File: src/hdl/kda_pkg.sv
// Shared constants, types and command/status structs for the keyed duration accumulator.
package kda_pkg;

  // Table geometry.
  localparam int unsigned ENTRIES = 64;
  localparam int unsigned IDX_W   = (ENTRIES > 1) ? $clog2(ENTRIES) : 1;
  localparam int unsigned CNT_W   = $clog2(ENTRIES + 1);

  // Field widths.
  localparam int unsigned KEY_W    = 64;
  localparam int unsigned TOTAL_W  = 64;
  localparam int unsigned COUNT_W  = 32;
  localparam int unsigned STATUS_W = 2;
  localparam int unsigned EIDX_W   = 6;
  localparam int unsigned DATA_W   = TOTAL_W + COUNT_W;

  localparam logic [COUNT_W-1:0] COUNT_MAX = '1;

  // Result status codes.
  typedef enum logic [STATUS_W-1:0] {
    ST_UPDATED  = 2'd0,
    ST_INSERTED = 2'd1,
    ST_FULL     = 2'd2
  } status_e;

  // Controller states.
  typedef enum logic [1:0] {
    CTRL_IDLE,
    CTRL_SCAN,
    CTRL_WAIT
  } ctrl_state_e;

  // Commands from the controller to the datapath.
  typedef struct packed {
    logic start;
    logic issue;
    logic do_update;
    logic do_insert;
    logic do_drop;
    logic load_out;
  } dp_cmd_t;

  // Status from the datapath to the controller.
  typedef struct packed {
    logic hit;
    logic scan_done;
    logic full;
  } dp_status_t;

endpackage

File: src/hdl/kda_ctrl.sv
// Controller: sequences the key scan, the table update and the result handoff.
module kda_ctrl (
  input  logic                clk_i,
  input  logic                rst_ni,
  input  logic                in_valid_i,
  output logic                in_ready_o,
  output logic                out_valid_o,
  input  logic                out_ready_i,
  input  kda_pkg::dp_status_t status_i,
  output kda_pkg::dp_cmd_t    cmd_o
);

  kda_pkg::ctrl_state_e state_q, state_d;
  logic                 out_valid_q, out_valid_d;

  // State and output-valid registers.
  always_ff @(posedge clk_i or negedge rst_ni) begin
    if (!rst_ni) begin
      state_q     <= kda_pkg::CTRL_IDLE;
      out_valid_q <= 1'b0;
    end else begin
      state_q     <= state_d;
      out_valid_q <= out_valid_d;
    end
  end

  // Next state and commands.
  always_comb begin
    state_d     = state_q;
    cmd_o       = '0;
    in_ready_o  = 1'b0;
    out_valid_d = out_valid_q && !out_ready_i;

    unique case (state_q)
      kda_pkg::CTRL_IDLE: begin
        in_ready_o = 1'b1;
        if (in_valid_i) begin
          cmd_o.start = 1'b1;
          state_d     = kda_pkg::CTRL_SCAN;
        end
      end
      kda_pkg::CTRL_SCAN: begin
        if (status_i.hit) begin
          cmd_o.do_update = 1'b1;
          state_d         = kda_pkg::CTRL_WAIT;
        end else if (status_i.scan_done) begin
          // Every filled slot compared without a match.
          if (status_i.full) begin
            cmd_o.do_drop = 1'b1;
          end else begin
            cmd_o.do_insert = 1'b1;
          end
          state_d = kda_pkg::CTRL_WAIT;
        end else begin
          cmd_o.issue = 1'b1;
        end
      end
      kda_pkg::CTRL_WAIT: begin
        // Move the result into the output register once it is free.
        if (!out_valid_q || out_ready_i) begin
          cmd_o.load_out = 1'b1;
          out_valid_d    = 1'b1;
          state_d        = kda_pkg::CTRL_IDLE;
        end
      end
      default: begin
        state_d = kda_pkg::CTRL_IDLE;
      end
    endcase
  end

  assign out_valid_o = out_valid_q;

endmodule

File: config.mk
export PLATFORM = sky130hd
export DESIGN_NAME = kda_ctrl
export DESIGN_NICKNAME = d
export VERILOG_FILES = /design/src/hdl/kda_pkg.sv /design/src/hdl/kda_ctrl.sv
export SDC_FILE = /design/constraint.sdc
export NUM_CORES = 1
export LEC_CHECK = 0
export BUFFER_PORTS_ARGS = -buffer_cell sky130_fd_sc_hd__buf_4
export CORE_AREA = 4 4 41 43
export CTS_BUF_LIST = sky130_fd_sc_hd__clkbuf_4 sky130_fd_sc_hd__clkbuf_8 sky130_fd_sc_hd__clkbuf_16
export DETAILED_ROUTE_END_ITERATION = 8
export DIE_AREA = 0 0 45 47
export PLACE_DENSITY = 0.49
export SETUP_SLACK_MARGIN = 0.05
export SLEW_MARGIN = 10
export SYNTH_ARGS = -nofsm -noshare
export SYNTH_HDL_FRONTEND = slang
export SYNTH_SLANG_ARGS = --single-unit
File: constraint.sdc
create_clock -name clk_i -period 0.8 [get_ports clk_i]
set_input_delay 0.08 -clock clk_i [delete_from_list [all_inputs] [get_ports clk_i]]
set_output_delay 0.08 -clock clk_i [all_outputs]
set_load 0.005 [all_outputs]
Word-level counts from Yosys, hierarchy flattened
Index checks and enable logic that the tools add are counted.
{ "op_classes": {"n_eq_ne": 5, "reduce_logical": 6, "n_mux": 20} }
{ "ops": {"columns": ["cell", "count"], "rows": [
  ["1-bit two-way mux", 12],
  ["2-bit two-way mux", 6],
  ["2-bit one-hot mux with 3 select lines", 1],
  ["4-bit two-way mux", 1],
  ["2-bit inequality test (second input constant)", 2],
  ["3-bit inequality test (second input constant)", 1],
  ["3-bit AND reduction", 1],
  ["2-bit by 1-bit == test with 1-bit output (second input constant)", 1],
  ["2-bit == test (second input constant)", 1],
  ["1-bit zero test", 2],
  ["2-bit zero test", 1],
  ["1-bit logical AND", 1],
  ["1-bit logical OR", 1]
]} }
{ "totals": {"wordCells": 33, "register_bits": 3, "in_bits": 7, "output_inout_bits": 8} }

Logic depth before layout (Yosys ltp)
Gate-level depths: netlist (run 1).
{ "depth": {"ltp_word": 4, "ltp_mapped": 2, "ltp_nobuf": 2} }

Least setup slack after synthesis (run 1)
Ideal clock, no wire load.
{ "synth_timing": {"kind": "reg2reg", "start": "register state_q[0]", "end": "register state_q[0]", "setup_time_ns": 0.065, "t_arrival_ns": 0.849, "required_time_ns": 0.735, "n_path_buf": 0, "stages_incl_launch_ff": 3, "synth_period_minus_slack_ns": 0.913, "path_slack_ns": -0.113, "path_cell_list": "dfrtp_1 -> nor3b_1 -> a31o_2"} }
{ "synth_between": {"elab_chain_len": 3, "word_cells_on_any_way": 8, "classes_between": "eq/ne (5); mux (1); reduce/logical (2)"} }
{ "synth_rtl": {"columns": ["item", "line_no", "rtl"], "rows": [
  ["start, declared", "kda_ctrl.sv:13", "kda_pkg::ctrl_state_e state_q, state_d;"],
  ["start signal, assigned", "kda_ctrl.sv:19", "state_q <= kda_pkg::CTRL_IDLE;"],
  ["start signal, assigned", "kda_ctrl.sv:22", "state_q <= state_d;"],
  ["2-bit by 1-bit == test with 1-bit output, or another cell as far along", "kda_ctrl.sv:34", "unique case (state_q)"],
  ["3-bit inequality test (no line) / 2-bit inequality test (equally long branches)", null, null],
  ["3-bit AND reduction (no line)", null, null]
]} }
Parallel ways exist; a longest one is shown, timed or not.
A chain may end at the register's enable or synchronous reset.

==> out/qor.yml, run 1 <==
final_layout:
  area_growth_pct: 147.3
  drive_gt1_share_pct: 77.78
  fin_nets: 53
  layout_common_cells: "18 x buf_4, 4 x clkbuf_4, 4 x buf_6"
  layout_commonest_cell: "buf_4"
  stdcell_count: 60
  fillers: 149
  antenna_cells: 0
worst_setup_path:
  endpoint_kind: "primary output"
  cpMostUsedCell: "buf_4"
  crit_path_max_incr_delay_ns: 0.37
  cp_slowest_cell: "dfrtp_1"
  cp.arrival_ns: 1.18
  r2r-end: "state_q[0]$_DFFE_PN0P_"
  crit_fanout: 4
  path_buf_inv: 3
  critPathTopFamily: "buffers and inverters"
  path_class: "flip-flop to primary output"
  worst_r2r_path_depth: 5
  crit_chain: "buf_4 > buf_6 > nor3b_2 > buf_4"
  r2r_slack_ns: -0.29
  start_kind: "flip-flop"
  timing.rr.start: "state_q[1]$_DFFE_PN0P_"
  required_ns: 0.72
grt:
  antenna_found_initial: 0
  grt_usage_pct: 7.984
  grt_max_degree: 7
  grt_pass1_wl_um: 1159
  grt_overflow_total: 0
  grt_pass1_vias: 289
sta:
  period_needed_ns: 1.260
  fmax_mhz: 793.6
  setup_viol: 11
  rsz0062_at_grt: "true"
  clock_skew_ns: 0.003643
  hold_violations: 0
  worst_slack_ns: -0.4601
  worst_pin_slew_ns: 0.2193
  relSlewSlack_pct: 85.33
  slew_viol_final: 0
  fin_crit_sh_pct: 157.5
route:
  drc_errors: 0
  antenna_left: 0
  wl_met1_um: 269
  highest_layer: "met4"
  route.met2.wl_um: 298
  via_per_inst: 4.183
  initialDrtViolationCount: 1
  wl_um: 695
  drt-pass1-iter-count: 2
  wl_met3_um: 114
  vias: 251
  wl_per_cell_um: 11.58
pwr:
  pwr-share-clk_pct: 22.7
  power_frac_comb_pct: 56.1
  total_power_uw: 1332
  powerDensity_mw_per_mm2: 2870
  irDropWorstVdd_mv: 1.259
  power.switching_uw: 411.3
  p_leak_uw: 0.0002341
  swShare_pct: 30.88
  intPower_uw: 920.7
  p_seq_share_pct: 21.3
run:
  cap_viol_max_count: 0
synthesis:
  syn_nets: 25
  yosysSeqAreaShare_pct: 40.00
  synthAdderAreaFrac_pct: 0
  synth_xor_xnor_area_share_pct: 0
  syn_area_per_cell_um2: 10.43
  yosys.area_share.simple_pct: 50.00
  synth_top_cells_by_area: "dfrtp_1 40%, nor4bb_2 8.7%, nor4b_2 8.0%"
  synth-compound-area-share_pct: 8.000
  netlist.area_leader.share_pct: 40.00
  ys_ff_latch: 3
  synthMuxAreaShare_pct: 0
  syn_area_um2: 187.7
  ys_types: 14
  yosysWarnings: 0
  synthCells: 18
  yosys.area.top_type: "dfrtp_1"
  synth_top_family_by_area: "simple AND/OR/NAND/NOR gates"
cts:
  htreeDepth: 1
  clkLatencyLatePin_ns: 0.23
  root_buffer: "clkbuf_4"
  clk_pin_slew_ns: 0.04
  cts_tree: "yes"
  clock-sinks: 3
  cts_buffers: 3
  ctsLongestPathBuffers: 2
placement:
  dp_cells: 50
  dp_hpwl_um: 516.1
  gp_congestion: 0.6983
  io_buffers: 14
floorplanning:
  dieArea_mm2: 0.002115
  die_h_um: 47
  io_pins: 15
  die_w_um: 45
  rows: 13
  core-area_mm2: 0.001301
  start_util_pct: 14.42
outcome:
  status: "finished with violations"
  failed_checks: "setup timing"
hold_path:
  hold_class: "input pin to async pin"
registers in the layout (all words and copies together), names as in the netlist:
| register | count |
|---|---|
| state_q | 2 |
| out_valid_o | 1 |
power by group through the flow:
stage                     Clock (uW)  Sequential, uW  Combinational (uW)
after floorplan                    0             283                 210
after global placement             0             273                 512
after detailed placement           0             280                 514
after CTS                        313             283                 582
after global routing             332             294                 814
final                            302             283                 747
cell type report:
type	count	area (um2)	share of cell area (%)
timing repair buffer	23	190.2	40.97
inverter	1	6.256	1.348
sequential	3	76.32	16.44
multi-input combinational	14	142.6	30.73
clock buffer	4	30.03	6.469
tap	15	18.77	4.043
Yosys cell counts:
cell,n
nand2b_1,2
nand2_1,1
inv_1,1
a31o_2,1
nand2b_4,1
nor2b_1,1
dfrtp_1,3
nor3b_1,1
and3_1,1
nor4bb_2,1
nor2_1,2
o22ai_1,1
nor3_1,1
nor4b_2,1
worst max path at each step:
stage	startpoint	to	slack [ns]	cells past startpoint
5_1_grt	state_q[1]$_DFFE_PN0P_	cmd_o[1]	-0.53	3
4_1_cts	state_q[1]$_DFFE_PN0P_	cmd_o[1]	-0.46	3
3_5_place_dp	state_q[1]$_DFFE_PN0P_	cmd_o[1]	-0.20	3
6_report	state_q[1]$_DFFE_PN0P_	cmd_o[5]	-0.46	4
3_3_place_gp	state_q[1]$_DFFE_PN0P_	cmd_o[1]	-0.18	3
2_1_floorplan	state_q[1]$_DFFE_PN0P_	cmd_o[1]	-0.11	2
cell families after synthesis:
logic type / Yosys count
buffers and inverters: 1
AND/OR/NAND/NOR: 12
AO/OA/AOI/OAI: 2
flip-flops: 3
through the flow:
| step | instance area [um2] | worst slack, ns | hold WS (ns) | TNS, ns | util [%] |
|---|---|---|---|---|---|
| 2_1_floorplan | 202.7 | -0.1079 | -0.2156 | -0.2433 | - |
| 3_3_place_gp | 349.1 | -0.1835 | -0.1267 | -1.116 | 26.83 |
| 3_5_place_dp | 349.1 | -0.2049 | -0.1274 | -1.131 | 26.83 |
| 4_1_cts | 407.9 | -0.4625 | 0.1746 | -3.024 | 31.35 |
| 5_1_grt | 464.2 | -0.5252 | 0.1820 | -4.276 | 35.67 |
| 6_report | 464.2 | -0.4601 | 0.1745 | -3.693 | 35.67 |
what timing repair did:
action                                  4_1_cts  5_1_grt
buffers inserted                              2        3
pin swaps                                     1        1
endpoints found under the setup margin       11       11
hold buffers                                  1        0
hold endpoints to repair                      3        0
gates resized for setup                       1        8
per-layer routing:
metal,vias to the layer above,global-route usage [%]
met2,18,12.15
met5,-,0
met4,0,3.509
li1,118,-
met3,2,5.364
met1,113,8.656
No activity file was read; power rests on OpenSTA's default activity.
==> run 2: changes to the inputs <==
==> constraint.sdc (replaced) <==
create_clock -name clk_i -period 0.8 [get_ports clk_i]
set_input_delay 0.08 -clock clk_i [delete_from_list [all_inputs] [get_ports clk_i]]
set_output_delay 0.08 -clock clk_i [all_outputs]
set_load 0.01 [all_outputs]
==> out/qor.yml, run 2 (synthesis gave the netlist of run 1 again) <==
outcome:
  status: "finished with violations"
  failed_checks: "setup timing"
final_layout:
  layout_common_cells: "18 x buf_4, 4 x clkbuf_4, 2 x nand2b_4, 2 x nor2_1, 2 x dfrtp_1"
  drive_gt1_share_pct: 76.19
  top_register: "state_q"
  fillers: 147
  utilization_pct: 32.50
  design_area_um2: 422.9
  fin_nets: 50
  stdcell_count: 57
  antenna_cells: 0
  area_growth_pct: 125.3
  layout_commonest_cell: "buf_4"
  largest_register_ffs: 2
floorplanning:
  core-area_mm2: 0.001301
  io_pins: 15
  die_h_um: 47
  start_util_pct: 14.42
  die_w_um: 45
  rows: 13
  dieArea_mm2: 0.002115
worst_setup_path:
  critical_path_cell_count: 3
  path_class: "flip-flop to primary output"
  crit_start: "state_q[1]$_DFFE_PN0P_"
  required_ns: 0.72
  cp.arrival_ns: 1.17
  cp_slowest_cell: "dfrtp_1"
  crit_fanout: 4
  endpoint_kind: "primary output"
  r2r-end: "state_q[0]$_DFFE_PN0P_"
  start_kind: "flip-flop"
  crit_chain: "nand2b_4 > nor4bb_4 > buf_4"
  path_buf_inv: 1
  crit_path_end: "cmd_o[1]"
  worst_r2r_path_depth: 3
  r2r_slack_ns: -0.15
  crit_path_max_incr_delay_ns: 0.37
  timing.rr.start: "state_q[1]$_DFFE_PN0P_"
  critPathTopFamily: "simple AND/OR/NAND/NOR gates"
sta:
  worst_pin_slew_ns: 0.2089
  fin_crit_sh_pct: 156.8
  clock_skew_ns: 0.0005154
  tns_ns: -3.018
  worst_slack_ns: -0.4542
  period_needed_ns: 1.254
  relSlewSlack_pct: 86.01
  fmax_mhz: 797.3
  setup_viol: 10
  hold_violations: 0
  slew_viol_final: 0
  rsz0062_at_grt: "true"
grt:
  grt_pass1_wl_um: 1028
  grt_max_degree: 7
  grt_usage_pct: 7.437
  antenna_found_initial: 0
  grt_overflow_total: 0
  grt_pass1_vias: 235
cts:
  cts_tree: "yes"
  clkLatencyLatePin_ns: 0.23
  clk_pin_slew_ns: 0.04
  clock-sinks: 3
  root_buffer: "clkbuf_4"
  ctsLongestPathBuffers: 2
  cts_buffers: 3
  htreeDepth: 1
placement:
  io_buffers: 14
  gp_congestion: 0.6823
  postPlaceCellArea_um2: 344.1
  dp_cells: 49
pwr:
  pwr-share-clk_pct: 23.8
  irDropWorstVdd_mv: 0.8881
  total_power_uw: 1248
  powerDensity_mw_per_mm2: 2951
  p_leak_uw: 0.0002167
  power_frac_comb_pct: 53.7
  power.switching_uw: 414.4
  p_seq_share_pct: 22.5
  intPower_uw: 833.8
  swShare_pct: 33.20
route:
  drt-pass1-iter-count: 2
  drc_errors: 0
  vias: 227
  initialDrtViolationCount: 2
  wl_per_cell_um: 11.47
  wl_um: 654
  antenna_left: 0
  via_per_inst: 3.982
run:
  cap_viol_max_count: 0
hold_path:
  hold_class: "input pin to async pin"
-- run 2: cell types whose count changed in the layout (fill, tap and decap cells not counted), sizes merged --
cell  change
buf       -3
-- run 2: worst reg2reg max path: stages (launching register included) --
cell     delay, ns
dfrtp_1       0.37
buf_4         0.16
nor3b_2       0.22
a31o_2        0.14
-- run 2: per-stage QoR --
step / setup WS, ns / hold WS (ns)
6_report: -0.4542 / 0.1758
2_1_floorplan: -0.1615 / -0.2156
4_1_cts: -0.4805 / 0.1738
3_3_place_gp: -0.2055 / -0.1291
5_1_grt: -0.5251 / 0.1970
3_5_place_dp: -0.2146 / -0.1276
-- run 2: power by group through the flow --
stage | clock network, uW | registers, uW | logic, uW
CTS | 315 | 282 | 592
floorplan | 0 | 293 | 248
global route | 315 | 290 | 722
detailed placement | 0 | 279 | 538
finish | 297 | 281 | 670
global placement | 0 | 274 | 535
-- run 2: worst min-delay path by stage --
stage                start  slack, ns  cells after the start                      to
finish              rst_ni       0.18                      2  state_q[0]$_DFFE_PN0P_
global route        rst_ni       0.20                      2  state_q[0]$_DFFE_PN0P_
CTS                 rst_ni       0.17                      2  state_q[0]$_DFFE_PN0P_
detailed placement  rst_ni      -0.13                      1   out_valid_o$_DFF_PN0_
global placement    rst_ni      -0.13                      1   out_valid_o$_DFF_PN0_
floorplan           rst_ni      -0.22                      0   out_valid_o$_DFF_PN0_
-- run 2: cell type report --
| cell class | count | area [um2] | area share, % |
|---|---|---|---|
| repair buffers | 20 | 156.4 | 36.98 |
| multi-input cells | 14 | 137.6 | 32.54 |
| flip-flops and latches | 3 | 76.32 | 18.05 |
| clock buffers | 4 | 30.03 | 7.101 |
| well taps | 15 | 18.77 | 4.438 |
| inverters | 1 | 3.754 | 0.8876 |
-- run 2: layer usage --
metal	track usage (%)	up-vias	share of wire, %
met3	6.130	0	15
met1	8.447	100	42
met2	9.040	15	43
li1	-	112	-
met5	0	-	0
met4	5.263	0	0
-- run 2: timing repair --
item	CTS	global route
hold buffers	1	0
endpoints found under the hold margin	3	0
resized for setup	2	1
setup endpoints to repair	11	11
pin swaps	1	0
setup buffers	1	2
